File: src/sv/cpt_pkg.sv
package cpt_pkg;

	// default configuration of the bank
	localparam int DEF_TIMER_COUNT  = 4;
	localparam int DEF_ELAPSED_BITS = 16;
	localparam int TIMER_MAX        = 4;

	// field widths
	localparam int CTL_BITS   = 5;
	localparam int COUNT_BITS = 16;
	localparam int REST_BITS  = 10;
	localparam int THR_BITS   = 17;
	localparam int DIST_BITS  = 27;
	localparam int CFG_INDEX_BITS = 3;
	localparam int CFG_DATA_BITS  = 20;
	localparam int ROUTE_BITS     = 3;

	// bit positions inside one timer's control slice
	localparam int CTL_ENABLE  = 4;
	localparam int CTL_IRQ     = 3;
	localparam int CTL_CASCADE = 2;

	// sound routing bits
	localparam int ROUTE_MASTER = 0;
	localparam int ROUTE_FIFO_A = 1;
	localparam int ROUTE_FIFO_B = 2;

	// configuration register indexes
	localparam logic [CFG_INDEX_BITS-1:0] REG_TIMER_CONTROL = 3'd0;
	localparam logic [CFG_INDEX_BITS-1:0] REG_RELOAD_ZERO   = 3'd1;
	localparam logic [CFG_INDEX_BITS-1:0] REG_RELOAD_ONE    = 3'd2;
	localparam logic [CFG_INDEX_BITS-1:0] REG_RELOAD_TWO    = 3'd3;
	localparam logic [CFG_INDEX_BITS-1:0] REG_RELOAD_THREE  = 3'd4;
	localparam logic [CFG_INDEX_BITS-1:0] REG_SOUND_ROUTE   = 3'd5;

	// prescaler select codes
	localparam logic [1:0] PRE_DIV1    = 2'd0;
	localparam logic [1:0] PRE_DIV64   = 2'd1;
	localparam logic [1:0] PRE_DIV256  = 2'd2;
	localparam logic [1:0] PRE_DIV1024 = 2'd3;

	typedef enum logic [2:0] {
		ST_IDLE,
		ST_LOAD,
		ST_DIV,
		ST_DIST,
		ST_DONE
	} cpt_state_t;

	typedef struct packed {
		logic [TIMER_MAX-1:0][CTL_BITS-1:0]   control;
		logic [TIMER_MAX-1:0][COUNT_BITS-1:0] reload;
		logic [ROUTE_BITS-1:0]                route;
	} cpt_cfg_t;

	// prescaler select to shift amount
	function automatic logic [3:0] prescale_shift(input logic [1:0] sel);
		logic [3:0] sh;
		case (sel)
			PRE_DIV64:   sh = 4'd6;
			PRE_DIV256:  sh = 4'd8;
			PRE_DIV1024: sh = 4'd10;
			default:     sh = 4'd0;
		endcase
		return sh;
	endfunction

endpackage

File: src/sv/cpt_regs.sv
module cpt_regs import cpt_pkg::*; (
	input  logic                      clk,
	input  logic                      arst_n,
	input  logic                      cfg_valid,
	output logic                      cfg_ready,
	input  logic [CFG_INDEX_BITS-1:0] cfg_index,
	input  logic [CFG_DATA_BITS-1:0]  cfg_data,
	output cpt_cfg_t                  cfg
);

	cpt_cfg_t cfg_q;

	assign cfg_ready = 1'b1;
	assign cfg       = cfg_q;

	// register write decode, unknown indexes dropped
	always_ff @(posedge clk or negedge arst_n) begin
		if (!arst_n) begin
			cfg_q <= '0;
		end else if (cfg_valid) begin
			case (cfg_index)
				REG_TIMER_CONTROL: cfg_q.control   <= cfg_data;
				REG_RELOAD_ZERO:   cfg_q.reload[0] <= cfg_data[COUNT_BITS-1:0];
				REG_RELOAD_ONE:    cfg_q.reload[1] <= cfg_data[COUNT_BITS-1:0];
				REG_RELOAD_TWO:    cfg_q.reload[2] <= cfg_data[COUNT_BITS-1:0];
				REG_RELOAD_THREE:  cfg_q.reload[3] <= cfg_data[COUNT_BITS-1:0];
				REG_SOUND_ROUTE:   cfg_q.route     <= cfg_data[ROUTE_BITS-1:0];
				default: ;
			endcase
		end
	end

endmodule

File: src/sv/cpt_div.sv
module cpt_div import cpt_pkg::*; #(
	parameter int NUM_BITS = 17
) (
	input  logic                  clk,
	input  logic                  arst_n,
	input  logic                  start,
	input  logic [NUM_BITS-1:0]   dividend,
	input  logic [THR_BITS-1:0]   divisor,
	output logic                  done,
	output logic [NUM_BITS-1:0]   quotient,
	output logic [COUNT_BITS-1:0] remainder
);

	localparam int CNT_BITS = $clog2(NUM_BITS + 1);

	logic [NUM_BITS-1:0]   quo_q;
	logic [COUNT_BITS-1:0] rem_q;
	logic [CNT_BITS-1:0]   cnt_q;
	logic                  busy_q;
	logic                  done_q;
	logic [THR_BITS-1:0]   shifted;
	logic [THR_BITS-1:0]   diff;
	logic                  fits;

	// one restoring step: bring down the next dividend bit
	always_comb begin
		shifted = {rem_q, quo_q[NUM_BITS-1]};
		diff    = shifted - divisor;
		fits    = shifted >= divisor;
	end

	always_ff @(posedge clk or negedge arst_n) begin
		if (!arst_n) begin
			busy_q <= 1'b0;
			done_q <= 1'b0;
			cnt_q  <= '0;
		end else begin
			done_q <= busy_q && (cnt_q == CNT_BITS'(1));
			if (start) begin
				busy_q <= 1'b1;
				cnt_q  <= CNT_BITS'(NUM_BITS);
			end else if (busy_q) begin
				cnt_q <= cnt_q - CNT_BITS'(1);
				if (cnt_q == CNT_BITS'(1)) begin
					busy_q <= 1'b0;
				end
			end
		end
	end

	// quotient bits shift in as dividend bits shift out
	always_ff @(posedge clk) begin
		if (start) begin
			quo_q <= dividend;
			rem_q <= '0;
		end else if (busy_q) begin
			quo_q <= {quo_q[NUM_BITS-2:0], fits};
			rem_q <= fits ? diff[COUNT_BITS-1:0] : shifted[COUNT_BITS-1:0];
		end
	end

	assign done      = done_q;
	assign quotient  = quo_q;
	assign remainder = rem_q;

endmodule

File: src/sv/cascaded_prescaled_timer_bank.sv
// per timer one load step, plus a bit-serial division when it overflows
// (NUM_BITS = max(ELAPSED_BITS,10)+1, 17 by default), then one distance step per timer
// for the irq distance and one to present the result. One item at a time; the next is
// taken once the result is registered. reset: arst_n clears registers, counts and remainders.
module cascaded_prescaled_timer_bank import cpt_pkg::*; #(
	parameter int TIMER_COUNT  = DEF_TIMER_COUNT,
	parameter int ELAPSED_BITS = DEF_ELAPSED_BITS
) (
	input  logic                      clk,
	input  logic                      arst_n,
	input  logic                      cfg_valid,
	output logic                      cfg_ready,
	input  logic [CFG_INDEX_BITS-1:0] cfg_index,
	input  logic [CFG_DATA_BITS-1:0]  cfg_data,
	input  logic                      item_valid,
	output logic                      item_stall,
	input  logic [ELAPSED_BITS-1:0]   elapsed,
	output logic                      result_valid,
	input  logic                      result_stall,
	output logic [TIMER_MAX-1:0]      irq_raised,
	output logic [COUNT_BITS-1:0]     wraps_zero,
	output logic [COUNT_BITS-1:0]     wraps_one,
	output logic [COUNT_BITS-1:0]     wraps_two,
	output logic [COUNT_BITS-1:0]     wraps_three,
	output logic [COUNT_BITS-1:0]     fifo_a_latches,
	output logic [COUNT_BITS-1:0]     fifo_b_latches,
	output logic [DIST_BITS-1:0]      irq_distance,
	output logic                      irq_none
);

	localparam int IW = ((ELAPSED_BITS > REST_BITS) ? ELAPSED_BITS : REST_BITS) + 1;
	localparam int CW = (IW > THR_BITS) ? IW : THR_BITS;
	localparam int TW = (TIMER_COUNT > 2) ? 2 : 1;

	function automatic logic [COUNT_BITS-1:0] sat16(input logic [IW-1:0] v);
		logic [31:0] w;
		w = 32'(v);
		return (w > 32'hFFFF) ? 16'hFFFF : w[COUNT_BITS-1:0];
	endfunction

	cpt_cfg_t cfg;

	cpt_regs u_regs (
		.clk       (clk),
		.arst_n    (arst_n),
		.cfg_valid (cfg_valid),
		.cfg_ready (cfg_ready),
		.cfg_index (cfg_index),
		.cfg_data  (cfg_data),
		.cfg       (cfg)
	);

	cpt_state_t state_q, state_d;

	logic [TW-1:0]           idx_q;
	logic [ELAPSED_BITS-1:0] elapsed_q;
	logic [COUNT_BITS-1:0]   count_q [TIMER_COUNT];
	logic [REST_BITS-1:0]    rest_q  [TIMER_COUNT];
	logic [IW-1:0]           wraps_q [TIMER_COUNT];
	logic [IW-1:0]           carry_q;
	logic [TIMER_MAX-1:0]    irq_q;
	logic [DIST_BITS-1:0]    best_q;
	logic                    any_q;
	logic                    out_valid_q;
	logic [TIMER_MAX-1:0]    irq_out_q;
	logic [COUNT_BITS-1:0]   wraps_out_q [TIMER_MAX];
	logic [COUNT_BITS-1:0]   fifo_a_q;
	logic [COUNT_BITS-1:0]   fifo_b_q;
	logic [DIST_BITS-1:0]    dist_q;
	logic                    none_q;

	// current timer's view
	logic [CTL_BITS-1:0]   ctl;
	logic                  en;
	logic                  casc;
	logic [3:0]            sh;
	logic [COUNT_BITS-1:0] rl;
	logic [IW-1:0]         avail;
	logic [IW-1:0]         inc;
	logic [REST_BITS-1:0]  rest_new;
	logic [THR_BITS-1:0]   thr0;
	logic                  inc_ge;
	logic [IW-1:0]         rem_in;
	logic [THR_BITS-1:0]   divisor;
	logic                  last;
	logic [DIST_BITS-1:0]  need;
	logic [DIST_BITS-1:0]  cand;
	logic                  qualify;

	// fsm outputs
	logic item_take;
	logic div_start;
	logic out_load;

	logic                  div_done;
	logic [IW-1:0]         div_quo;
	logic [COUNT_BITS-1:0] div_rem;

	cpt_div #(.NUM_BITS(IW)) u_div (
		.clk       (clk),
		.arst_n    (arst_n),
		.start     (div_start),
		.dividend  (rem_in),
		.divisor   (divisor),
		.done      (div_done),
		.quotient  (div_quo),
		.remainder (div_rem)
	);

	// per-timer decode, prescaler and first-overflow check
	always_comb begin
		ctl      = cfg.control[idx_q];
		en       = ctl[CTL_ENABLE];
		casc     = ctl[CTL_CASCADE] && (idx_q != '0);
		sh       = prescale_shift(ctl[1:0]);
		rl       = cfg.reload[idx_q];
		avail    = IW'(rest_q[idx_q]) + IW'(elapsed_q);
		inc      = casc ? carry_q : (avail >> sh);
		rest_new = avail[REST_BITS-1:0] & REST_BITS'((11'd1 << sh) - 11'd1);
		thr0     = 17'h10000 - {1'b0, count_q[idx_q]};
		inc_ge   = CW'(inc) >= CW'(thr0);
		rem_in   = IW'(CW'(inc) - CW'(thr0));
		divisor  = 17'h10000 - {1'b0, rl};
		last     = idx_q == TW'(TIMER_COUNT - 1);
	end

	// distance to the next irq of this timer
	always_comb begin
		need    = DIST_BITS'(17'h10000 - {1'b0, count_q[idx_q]}) << sh;
		cand    = (need > DIST_BITS'(rest_q[idx_q])) ? need - DIST_BITS'(rest_q[idx_q]) : '0;
		qualify = en && ctl[CTL_IRQ] && !casc;
	end

	// next state
	always_comb begin
		state_d = state_q;
		case (state_q)
			ST_IDLE: begin
				if (item_valid) state_d = ST_LOAD;
			end
			ST_LOAD: begin
				if (en && inc_ge) state_d = ST_DIV;
				else if (last)    state_d = ST_DIST;
			end
			ST_DIV: begin
				if (div_done) state_d = last ? ST_DIST : ST_LOAD;
			end
			ST_DIST: begin
				if (last) state_d = ST_DONE;
			end
			ST_DONE: begin
				if (!out_valid_q || !result_stall) state_d = ST_IDLE;
			end
			default: state_d = ST_IDLE;
		endcase
	end

	// fsm outputs
	always_comb begin
		item_stall = state_q != ST_IDLE;
		item_take  = (state_q == ST_IDLE) && item_valid;
		div_start  = (state_q == ST_LOAD) && en && inc_ge;
		out_load   = (state_q == ST_DONE) && (!out_valid_q || !result_stall);
	end

	always_ff @(posedge clk or negedge arst_n) begin
		if (!arst_n) begin
			state_q <= ST_IDLE;
		end else begin
			state_q <= state_d;
		end
	end

	// timer state and step bookkeeping
	always_ff @(posedge clk or negedge arst_n) begin
		if (!arst_n) begin
			idx_q   <= '0;
			carry_q <= '0;
			irq_q   <= '0;
			any_q   <= 1'b0;
			best_q  <= '0;
			for (int i = 0; i < TIMER_COUNT; i++) begin
				count_q[i] <= '0;
				rest_q[i]  <= '0;
				wraps_q[i] <= '0;
			end
		end else begin
			case (state_q)
				ST_IDLE: begin
					if (item_take) begin
						idx_q   <= '0;
						carry_q <= '0;
						irq_q   <= '0;
						any_q   <= 1'b0;
					end
				end
				ST_LOAD: begin
					if (!en) begin
						wraps_q[idx_q] <= '0;
						carry_q        <= '0;
					end else begin
						if (!casc) rest_q[idx_q] <= rest_new;
						if (!inc_ge) begin
							count_q[idx_q] <= count_q[idx_q] + inc[COUNT_BITS-1:0];
							wraps_q[idx_q] <= '0;
							carry_q        <= '0;
						end
					end
					if (!(en && inc_ge)) idx_q <= last ? '0 : idx_q + TW'(1);
				end
				ST_DIV: begin
					if (div_done) begin
						count_q[idx_q] <= rl + div_rem;
						wraps_q[idx_q] <= div_quo + IW'(1);
						carry_q        <= div_quo + IW'(1);
						irq_q[idx_q]   <= ctl[CTL_IRQ];
						idx_q          <= last ? '0 : idx_q + TW'(1);
					end
				end
				ST_DIST: begin
					if (qualify) begin
						any_q <= 1'b1;
						if (!any_q || cand < best_q) best_q <= cand;
					end
					idx_q <= last ? '0 : idx_q + TW'(1);
				end
				default: ;
			endcase
		end
	end

	always_ff @(posedge clk) begin
		if (item_take) elapsed_q <= elapsed;
	end

	// result register
	always_ff @(posedge clk or negedge arst_n) begin
		if (!arst_n) begin
			out_valid_q <= 1'b0;
		end else if (out_load) begin
			out_valid_q <= 1'b1;
		end else if (!result_stall) begin
			out_valid_q <= 1'b0;
		end
	end

	for (genvar g = 0; g < TIMER_MAX; g++) begin : g_wraps
		if (g < TIMER_COUNT) begin : g_live
			always_ff @(posedge clk) begin
				if (out_load) wraps_out_q[g] <= sat16(wraps_q[g]);
			end
		end else begin : g_absent
			always_ff @(posedge clk) begin
				if (out_load) wraps_out_q[g] <= '0;
			end
		end
	end

	always_ff @(posedge clk) begin
		if (out_load) begin
			irq_out_q <= irq_q;
			fifo_a_q  <= cfg.route[ROUTE_MASTER] ? sat16(wraps_q[cfg.route[ROUTE_FIFO_A]]) : '0;
			fifo_b_q  <= cfg.route[ROUTE_MASTER] ? sat16(wraps_q[cfg.route[ROUTE_FIFO_B]]) : '0;
			dist_q    <= any_q ? best_q : '0;
			none_q    <= !any_q;
		end
	end

	assign result_valid   = out_valid_q;
	assign irq_raised     = irq_out_q;
	assign wraps_zero     = wraps_out_q[0];
	assign wraps_one      = wraps_out_q[1];
	assign wraps_two      = wraps_out_q[2];
	assign wraps_three    = wraps_out_q[3];
	assign fifo_a_latches = fifo_a_q;
	assign fifo_b_latches = fifo_b_q;
	assign irq_distance   = dist_q;
	assign irq_none       = none_q;

endmodule

File: config.mk
export PLATFORM = sky130hd
export DESIGN_NAME = cascaded_prescaled_timer_bank
export DESIGN_NICKNAME = d
export VERILOG_FILES = /design/src/sv/cpt_pkg.sv /design/src/sv/cpt_regs.sv /design/src/sv/cpt_div.sv /design/src/sv/cascaded_prescaled_timer_bank.sv
export SDC_FILE = /design/constraint.sdc
export NUM_CORES = 1
export LEC_CHECK = 0
export ABC_AREA = 1
export BUFFER_PORTS_ARGS = -buffer_cell sky130_fd_sc_hd__buf_4
export CAP_MARGIN = 40
export CORE_MARGIN = 2
export CORE_UTILIZATION = 35
export CTS_CLUSTER_SIZE = 10
export DETAILED_ROUTE_END_ITERATION = 8
export HOLD_SLACK_MARGIN = 0.05
export PLACE_DENSITY = 0.5
export SLEW_MARGIN = 20
export SYNTH_ARGS = -nofsm -noshare
export SYNTH_HDL_FRONTEND = slang
export SYNTH_SLANG_ARGS = --single-unit
File: constraint.sdc
create_clock -name clk -period 8.8 [get_ports clk]
set_input_delay 2.2 -clock clk [delete_from_list [all_inputs] [get_ports clk]]
set_output_delay 2.2 -clock clk [all_outputs]
set_load 0.005 [all_outputs]
Word-level counts from Yosys, hierarchy flattened
Memory sizes are Yosys's and may differ from the RTL's.
Cells that the tools add are included.
W data, S select, Z words.
{"block": "word_totals", "regBits": 434, "latch_bits": 0, "ram_bits": 64, "romBits": 0, "n_memories": 1}
{"memory": "wraps_out_q", "depth": 4, "width": 16, "read_ports": 4, "rd_clocked_by_memory_dff": 0, "wr": 4, "line": "cascaded_prescaled_timer_bank.sv:66", "text": "logic [COUNT_BITS-1:0] wraps_out_q [TIMER_MAX];"}
{"block": "classes", "add_sub_neg": 13, "multipliers": 0, "n_div": 0, "n_lt_le_gt_ge": 16, "eq_ne": 26, "n_shift": 3, "muxes": 82, "bitwise_logic": 7, "n_reduce_logical": 42}
{"op": "$mux W17", "count": 12}
{"op": "$mux W68", "count": 3}
{"op": "$mux W64", "count": 3}
{"op": "$mux W16", "count": 11}
{"op": "$pmux W68 S2", "count": 1}
{"op": "$bwmux W64", "count": 2}
{"op": "$pmux W64 S2", "count": 1}
{"op": "$gt A17 B16 Y1 const B", "count": 6}
{"op": "$and A68 B68 Y68", "count": 1}
{"op": "$bmux W17 S2", "count": 2}
{"op": "$bwmux W68", "count": 1}
{"op": "$not A68 Y68", "count": 1}
{"op": "$bmux W16 S2", "count": 2}
{"op": "$pmux W17 S3", "count": 1}
{"op": "$bwmux W40", "count": 1}
{"op": "$demux W17 S2", "count": 1}
{"op": "$ge A17 B17 Y1", "count": 2}
{"op": "$sub A17 B16 Y17 const A", "count": 2}
{"op": "$add A16 B16 Y16", "count": 2}
{"op": "$demux W16 S2", "count": 1}
{"op": "$mux W10", "count": 3}
{"op": "$gt A27 B10 Y1", "count": 1}
{"op": "$lt A27 B27 Y1", "count": 1}
{"op": "$mux W27", "count": 1}
{"op": "other kinds (57)", "count": 127}

Longest topological paths before layout
Gate-level depths: netlist of run 1.
{"block": "depth", "ltp_word": 12, "depth_mapped": 46}

Hierarchy
Synthesis of run 1 repeated with hierarchy kept, for this count alone.
{"block": "unflattened", "hier_cells": 3759, "area_unflattened_um2": 29422.0}
{"module": "cascaded_prescaled_timer_bank", "n_inst": 1, "cells_each": 2931, "area_each_um2": 22883.2}
{"module": "cpt_regs", "n_inst": 1, "cells_each": 392, "area_each_um2": 3483.3}
{"module": "cpt_div", "n_inst": 1, "cells_each": 436, "area_each_um2": 3055.4}

Worst setup path before layout of run 1
OpenSTA, ideal clock, no wires.
{"block": "synth_timing", "path_type": "input -> register", "startpoint": "in result_stall", "endpoint": "reg fifo_a_q[0], in the netlist fifo_a_latches[0], enable pin", "setup_time_ps": 616, "arrival_time_ps": 7615, "t_required_ps": 8184, "setup_slack_ps": 569, "cell_stages": 3, "path_buffers": 0, "path_cell_list": "nand2_1 > inv_1 > nor2_1"}
{"block": "synth_between", "elab_chain_len": 3}
{"element": "start: declaration", "line": "cascaded_prescaled_timer_bank.sv:19", "text": "input logic result_stall,"}
{"element": "$logic_not A1 Y1"}
{"element": "$logic_or A1 B1 Y1", "line": "cascaded_prescaled_timer_bank.sv:163", "text": "out_load = (state_q == ST_DONE) && (!out_valid_q || !result_stall);"}
{"element": "$logic_and A1 B1 Y1", "line": "cascaded_prescaled_timer_bank.sv:163"}
{"element": "net out_load", "line": "cascaded_prescaled_timer_bank.sv:93", "text": "logic out_load;"}
{"element": "end signal: assignment", "line": "cascaded_prescaled_timer_bank.sv:262", "text": "fifo_a_q <= cfg.route[ROUTE_MASTER] ? sat16(wraps_q[cfg.route[ROUTE_FIFO_A]]) : '0;"}
{"element": "end: declaration", "line": "cascaded_prescaled_timer_bank.sv:67", "text": "logic [COUNT_BITS-1:0] fifo_a_q;"}
The timed path passes the listed nets, and every way through them passes these cells.
A chain may end at the register's enable or synchronous reset.

Worst setup path in the final report of run 1
{"block": "layout_timing", "startpoint": "reg idx_q[0]", "endpoint": "reg wraps_q[25] in the netlist's numbering"}
{"block": "layout_between", "elab_chain_len": 10, "elab_cells_between_ends": 34}
{"element": "start: declaration", "line": "cascaded_prescaled_timer_bank.sv:55", "text": "logic [TW-1:0] idx_q;"}
{"element": "start signal: assignment", "line": "cascaded_prescaled_timer_bank.sv:209", "text": "if (!(en && inc_ge)) idx_q <= last ? '0 : idx_q + TW'(1);"}
{"element": "start signal: assignment", "line": "cascaded_prescaled_timer_bank.sv:217", "text": "idx_q <= last ? '0 : idx_q + TW'(1);"}
{"element": "start signal: assignment", "line": "cascaded_prescaled_timer_bank.sv:225", "text": "idx_q <= last ? '0 : idx_q + TW'(1);"}
{"element": "$not A2 Y3 (not written as such)"}
{"element": "$bmux W10 S2 (tied with other cells)", "line": "cascaded_prescaled_timer_bank.sv:117", "text": "avail = IW'(rest_q[idx_q]) + IW'(elapsed_q);"}
{"element": "$mux W10 (not written as such) or $logic_and A1 B1 Y1 (tied branches)"}
{"element": "$mux W10 (not written as such) or $mux W17 (tied branches)"}
{"element": "$add A10 B16 Y17 or $demux W17 S2 (tied branches)"}
{"element": "$shr A17 B4 Y17 or $not A68 Y68 (tied branches)"}
{"element": "$mux W17 or $and A68 B68 Y68 (tied branches)"}
{"element": "$ge A17 B17 Y1 or $mux W68 (tied branches)", "line": "cascaded_prescaled_timer_bank.sv:121, cascaded_prescaled_timer_bank.sv:203"}
{"element": "$ne A3 B3 Y1 (no source line) or $mux W68 (tied branches)"}
{"element": "$reduce_and A3 Y1 (no source line) or $pmux W68 S2 (tied branches)"}
{"element": "end signal: indexed assignment", "line": "cascaded_prescaled_timer_bank.sv:214", "text": "wraps_q[idx_q] <= div_quo + IW'(1);"}
{"element": "end: declaration", "line": "cascaded_prescaled_timer_bank.sv:59", "text": "logic [IW-1:0] wraps_q [TIMER_COUNT];"}
Parallel ways exist; a longest one is shown, timed or not. The select of a mux whose other input is x is not followed.

==> results of run 1 <==
## cells by family (layout without fill, tap and decap cells)
| logic type | Yosys count | after routing | share of synthesized area, % |
|---|---|---|---|
| mux | 4 | 4 | 0.1600 |
| xor+xnor | 83 | 83 | 2.582 |
| fa+ha+maj | 124 | 124 | 5.670 |
| compound gates | 578 | 578 | 11.44 |
| flops | 498 | 498 | 46.84 |
| buf+inv | 500 | 672 | 7.208 |
| other cells | 1 | 1 | 0.01332 |
| simple gates | 1696 | 1696 | 26.09 |
## layout make-up
class / instances / area, µm²
multi-input combinational: 2486 / 12960
timing repair buffer: 216 / 1744
fill: 8281 / 47700
clock buffer: 100 / 1639
tap: 1060 / 1326
sequential: 498 / 13190
clock inverter: 7 / 150.1
inverter: 349 / 1311
## per-stage QoR
stage | cells | cell area (µm²)
finish | 4716 | 32330
global route | 4716 | 32330
CTS | 4715 | 32300
detailed placement | 4608 | 30510
global placement | 4602 | 30390
floorplan | 3484 | 28160
## path summary, 6_finish.rpt
path / startpoint / endpoint / depth (start not counted)
worst max-delay path: idx_q[0] / wraps_q[25] / 35
worst min-delay path: irq_q[3] / irq_raised[3] / 0
worst max register to register: idx_q[0] / wraps_q[25] / 35
worst min register to register: irq_q[3] / irq_raised[3] / 0
max in group asynchronous: arst_n / carry_q[9] / 2
min in group asynchronous: arst_n / best_q[9] / 1
## layout by cell type (no fill, tap or decap), drive strengths merged, types with 5 or more instances in the layout
master,count
nand2,1068
inv,344
dfrtp,321
o21ai,285
buf,216
nand3,199
nor2,199
a21oi,168
edfxtp,161
ha,118
nand4,107
clkbuf,100
or2,68
xor2,46
xnor2,37
a31oi,36
nor3,30
a32oi,23
dfxtp,16
nor4,14
o22ai,13
o21bai,12
clkinv,10
o211ai,9
o32ai,6
fa,6
a211oi,5
## registers in the layout, summed over array words and instances (netlist names)
| signal | flops |
|---|---|
| u_regs.cfg | 87 |
| wraps_q | 68 |
| count_q | 64 |
| wraps_out_q | 64 |
| rest_q | 40 |
| best_q | 27 |
| irq_distance | 27 |
| carry_q | 17 |
| u_div.quotient | 17 |
| elapsed_q | 16 |
| fifo_a_latches | 16 |
| fifo_b_latches | 16 |
| u_div.remainder | 16 |
| u_div.cnt_q | 5 |
| irq_q | 4 |
| irq_raised | 4 |
| state_q | 3 |
| idx_q | 2 |
| any_q | 1 |
| irq_none | 1 |
| result_valid | 1 |
| u_div.busy_q | 1 |
| u_div.done | 1 |
## metal layers
layer	vias to the layer above	part of all wire, %	GRT usage (%)
li1	11830	-	-
met1	11170	47	28.72
met2	562	45	32.48
met3	119	4.7	2.813
met4	0	2.8	5.924
met5	-	0	0
## worst max-delay path, delay by kind of cell (launching register included)
kind | cells | cell delay (ns)
compound gates | 14 | 2.23
flops | 1 | 0.69
buf+inv | 2 | 1.06
fa+ha+maj | 3 | 0.80
simple gates | 16 | 2.40
==> summary.md, run 1 <==
| Metric | Value |
|---|---|
| Worst setup EP type | `flop` |
| Largest cells by area after synthesis | `dfrtp_1 (29%), edfxtp_1 (17%), nand2_1 (14%)` |
| Mean Syn Cell Area | `8.082 µm²` |
| Share of flip-flops with an asynchronous set or reset | `~64%` |
| Root Driver | `clkbuf_16` |
| Final antenna-violating net count | `0` |
| Pre-Repair DR Iteration Count | `6` |
| Post-DP HPWL | `between 60,000 and 70,000 µm` |
| Final min period | `7.396 ns` |
| Layout cells sized above 1 | `roughly 12%` |
| Final #Nets | `~3,800` |
| Synth area leader | `dfrtp_1` |
| Latest clock arrival within the worst-skew pair | `between 0.6 and 0.7 ns` |
| Yosys warnings | `0` |
| Top cell type's share of synthesized area | `between 20% and 30%` |
| #FFs+latches synth | `about 500` |
| RSZ-0062 raised after global routing | `no` |
| Number of global-route vias before repair | `22,800` |
| Post-synth EDFFs | `about 160` |
| Overflow after GRT | `0` |
| Core ar. | `between 80,000 and 90,000 µm²` |
| Hold crit path type | `flop to flop` |
| Most numerous cell in the Yosys netlist | `nand2_1` |
| Worst Path Required | `approximately 9.3 ns` |
| Final Skew | `0.07348 ns` |
| Die W | `287.6 µm` |
| Pin count of the biggest net entering global routing | `between 100 and 150` |
| Initial DRC Count | `1,740` |
| Final setup viols | `0` |
| Via density | `~5.0` |
| Clock sink count | `roughly 500` |
| Main synth FF type | `dfrtp_1` |
| Final worst slack | `between 1 and 1.5 ns` |
| Crit path DAT | `around 7.9 ns` |
| Setup Buffers After CTS | `0` |
| Synth Cell Area | `around 28,000 µm²` |
| CP max-delay cell | `dfrtp_4` |
| GPL Wtd Cong | `0.9495` |
| Initial antenna violation count | `0` |
| Delay of the slowest cell on the worst path | `0.69 ns` |
| Slew Limit Headroom | `about two fifths` |
| DIE AREA | `approximately 83,000 µm²` |
| Ports | `175` |
| Max clock buf depth | `3` |
| Initial Util | `about a third` |
| CP Max Fanout | `72` |
| Port bufs | `approximately 170` |
| Fin util | `approximately two fifths` |
| Per-cell routed wire length | `~18 µm` |
| Final antenna diode count | `0` |
| Final hold vios | `0` |
| Mapped Cells | `between 3,000 and 4,000` |
| Cell row count | `between 100 and 150` |
| Top achievable clock speed | `between 100 and 150 MHz` |
| DRC errors left | `0` |
| Max-cap check violation count | `0` |
| # resized after CTS | `0` |
| First-pass GRT wire length | `132,900 µm` |
| Final wirelength | `~85,000 µm` |
| Most frequent CP cell | `a21oi_1` |
| Status | `finished, final reports clean` |
| Post-Syn Nets | `between 3,000 and 4,000` |
| Setup Crit Path Kind | `flop to flop` |
| Worst-margin pin slew | `~0.87 ns` |
| TritonCTS clock tree | `built` |
| P&R area growth vs syn | `14.81%` |
| GRT Overall Usage | `20.36%` |
| Tcrit/Tclk final | `a little over four fifths` |
| R2R Setup Slk | `roughly 1.4 ns` |
| Die Ht | `287.6 µm` |
| Synth cell types | `59` |
| Clock transition at path regs | `0.06 ns` |
| Vias | `approximately 24,000` |
| Hold WS | `between 0.4 and 0.5 ns` |
| Num CTS Buffers | `between 50 and 60` |
| Sequential share of the synthesized area | `a little under half` |
| Cts hold-fix bufs | `0` |
| Slew Limit Fails | `0` |
| Synth top cells by count | `nand2_1 (1,050), inv_1 (333), dfrtp_1 (321), o21ai_0 (274), nand3_1 (190)` |
| Setup crit start kind | `flop` |
| TNS Setup | `0 ns` |
| H-tree depth | `2` |
| Post-Place Setup Slack | `~1.5 ns` |
Power of run 1 is left out: the tool's default activity adds up to more than one toggle a clock period on the data nets, which glitch-free logic cannot reach.
==> run 2, diff against run 1 <==
PLACE_DENSITY = 0.52   (was 0.5)
clock period = 6.2 ns   (was 8.8 ns; I/O delays follow)
==> run 2 against run 1 <==
  * Hold slack got worse by 0.0018 ns
  * Largest cell class is now multi-input gates
  * Wire length rose by 1.3%
  * Sequential cell count did not move
  * Fmax rose by 26%
  * Sequential share of layout area fell by 1.8 points
  * Setup slack got worse by 1.1 ns
  * Clock skew fell by 0.025 ns
  * Cell count rose by 2.0%
  * Clock-buffer cell count rose by 3
  * Die area did not move
==> summary.md, run 2 (same netlist as run 1, synthesis figures left out) <==
| Metric | Value |
|---|---|
| Setup crit start kind | `flop (unchanged)` |
| Slew Limit Headroom | `40.45% (was 41.73%)` |
| Placed cells | `4,666 (was 4,608)` |
| Pre-Repair DR Iteration Count | `5 (was 6)` |
| Overflow after GRT | `0 (unchanged)` |
| First-pass GRT wire length | `133,500 µm (was 132,900 µm)` |
| Core ar. | `80,030 µm² (unchanged)` |
| TNS Setup | `0 ns (unchanged)` |
| Per-cell routed wire length | `17.89 µm (was 18.01 µm)` |
| Final min period | `5.854 ns (was 7.396 ns)` |
| Worst-margin pin slew | `0.8932 ns (was 0.8741 ns)` |
| Fin area | `33,810 µm² (was 32,330 µm²)` |
| Ports | `175 (unchanged)` |
| DRC errors left | `0 (unchanged)` |
| Status | `finished, final reports clean (unchanged)` |
| Root Driver | `clkbuf_16 (unchanged)` |
| Initial Util | `35.18% (unchanged)` |
| Max reg flops | `87 (unchanged)` |
| Tcrit/Tclk final | `94.42% (was 84.04%)` |
| H-tree depth | `2 (unchanged)` |
| Placed Area | `31,120 µm² (was 30,510 µm²)` |
| Final hold vios | `0 (unchanged)` |
| Post-Layout Cell Count | `4,811 (was 4,716)` |
| Slew Limit Fails | `0 (unchanged)` |
| GRT Overall Usage | `20.26% (was 20.36%)` |
| Num CTS Buffers | `59 (was 58)` |
| Via density | `5.022 (about the same)` |
| Hold WS | `0.4570 ns (was 0.4588 ns)` |
| Clock sink count | `498 (unchanged)` |
| R2R Setup Slk | `0.35 ns (was 1.40 ns)` |
| Final antenna-violating net count | `0 (unchanged)` |
| Final Skew | `0.04884 ns (was 0.07348 ns)` |
| Most frequent CP cell | `a21oi_2 (was a21oi_1)` |
| Latest clock arrival within the worst-skew pair | `0.66 ns (about the same)` |
| Port bufs | `173 (unchanged)` |
| Final #Nets | `3,870 (was 3,777)` |
| Max-cap check violation count | `0 (unchanged)` |
| Delay of the slowest cell on the worst path | `0.57 ns (was 0.69 ns)` |
| Final setup viols | `0 (unchanged)` |
| Hold depth | `0 (unchanged)` |
| CP max-delay cell | `dfrtp_4 (unchanged)` |
| Clock transition at path regs | `0.06 ns (about the same)` |
| Setup Crit Path Kind | `flop to flop (unchanged)` |
| Worst setup EP type | `flop (unchanged)` |
| Final wirelength | `86,070 µm (was 84,940 µm)` |
| TritonCTS clock tree | `built (unchanged)` |
| Cts hold-fix bufs | `0 (unchanged)` |
| P&R area growth vs syn | `20.07% (was 14.81%)` |
| Most common cell after layout, fill and taps aside | `nand2_1 (unchanged)` |
| Worst Path Required | `6.70 ns (was 9.31 ns)` |
| Pin count of the biggest net entering global routing | `129 (was 108)` |
| CP Max Fanout | `7 (was 72)` |
| Buf+Inv Stages, Crit Path | `3 (was 2)` |
| Reg2Reg Depth | `37 (was 35)` |
| Max clock buf depth | `3 (unchanged)` |
| Final antenna diode count | `0 (unchanged)` |
| GPL Wtd Cong | `0.9955 (was 0.9495)` |
| Hold crit path type | `flop to flop (unchanged)` |
| Post-DP HPWL | `62,700 µm (was 62,410 µm)` |
| Crit path DAT | `6.35 ns (was 7.91 ns)` |
| Vias | `24,160 (was 23,680)` |
| Layout cells sized above 1 | `15.54% (was 11.54%)` |
| Crit path max-delay family | `compound AO/OA/AOI/OAI gates (was simple AND/OR/NAND/NOR gates)` |
| Top achievable clock speed | `170.8 MHz (was 135.2 MHz)` |
| Number of global-route vias before repair | `23,010 (was 22,800)` |
| CP Depth | `37 (was 35)` |
| DIE AREA | `82,730 µm² (unchanged)` |
| Initial DRC Count | `1,858 (was 1,740)` |
| Initial antenna violation count | `0 (unchanged)` |
| Cell row count | `104 (unchanged)` |
| Die Ht | `287.6 µm (unchanged)` |
| Die W | `287.6 µm (unchanged)` |
| Most frequent cells in the layout | `nand2_1 (1,042), inv_1 (331), dfrtp_1 (320) (was nand2_1 (1,050), inv_1 (333), dfrtp_1 (320))` |
-- run 2: path summary, 6_finish.rpt --
check | from | endpoint
worst min register to register | irq_q[3] | irq_raised[3]
max in group asynchronous | arst_n | wraps_q[10]
min in group asynchronous | arst_n | rest_q[18]
worst min-delay path | irq_q[3] | irq_raised[3]
worst max register to register | idx_q[0] | count_q[14]
worst max-delay path | idx_q[0] | count_q[14]
-- run 2: stage by stage --
stage	setup WS, ns	utilization, %
detailed placement	-0.03962	38.89
global route	-0.02616	42.25
finish	0.3462	42.25
global placement	0.1247	38.72
floorplan	0.003765	-
CTS	0.006816	41.21
-- run 2: layout make-up --
class	instances	area (µm²)
tap	1060	1326
sequential	498	13190
inverter	349	1325
fill	8188	46220
timing repair buffer	305	2701
multi-input combinational	2489	13420
clock inverter	7	128.9
clock buffer	103	1712
-- run 2: metal layers --
metal / part of all wire [%] / routed length (µm) / track usage (%)
met5: 0 / 0 / 0
met3: 4.6 / 3952 / 2.813
met4: 3.0 / 2546 / 6.172
met2: 46 / 39580 / 32.55
met1: 46 / 39990 / 28.26
-- run 2: timing repair --
action | in CTS | in global routing
endpoints found under the setup margin | 7 | 237
gates resized for setup | 4 | 108
gates cloned | 0 | 11
pin swaps | 0 | 35
buffers inserted | 0 | 24
Power of run 2 is left out for the same reason.
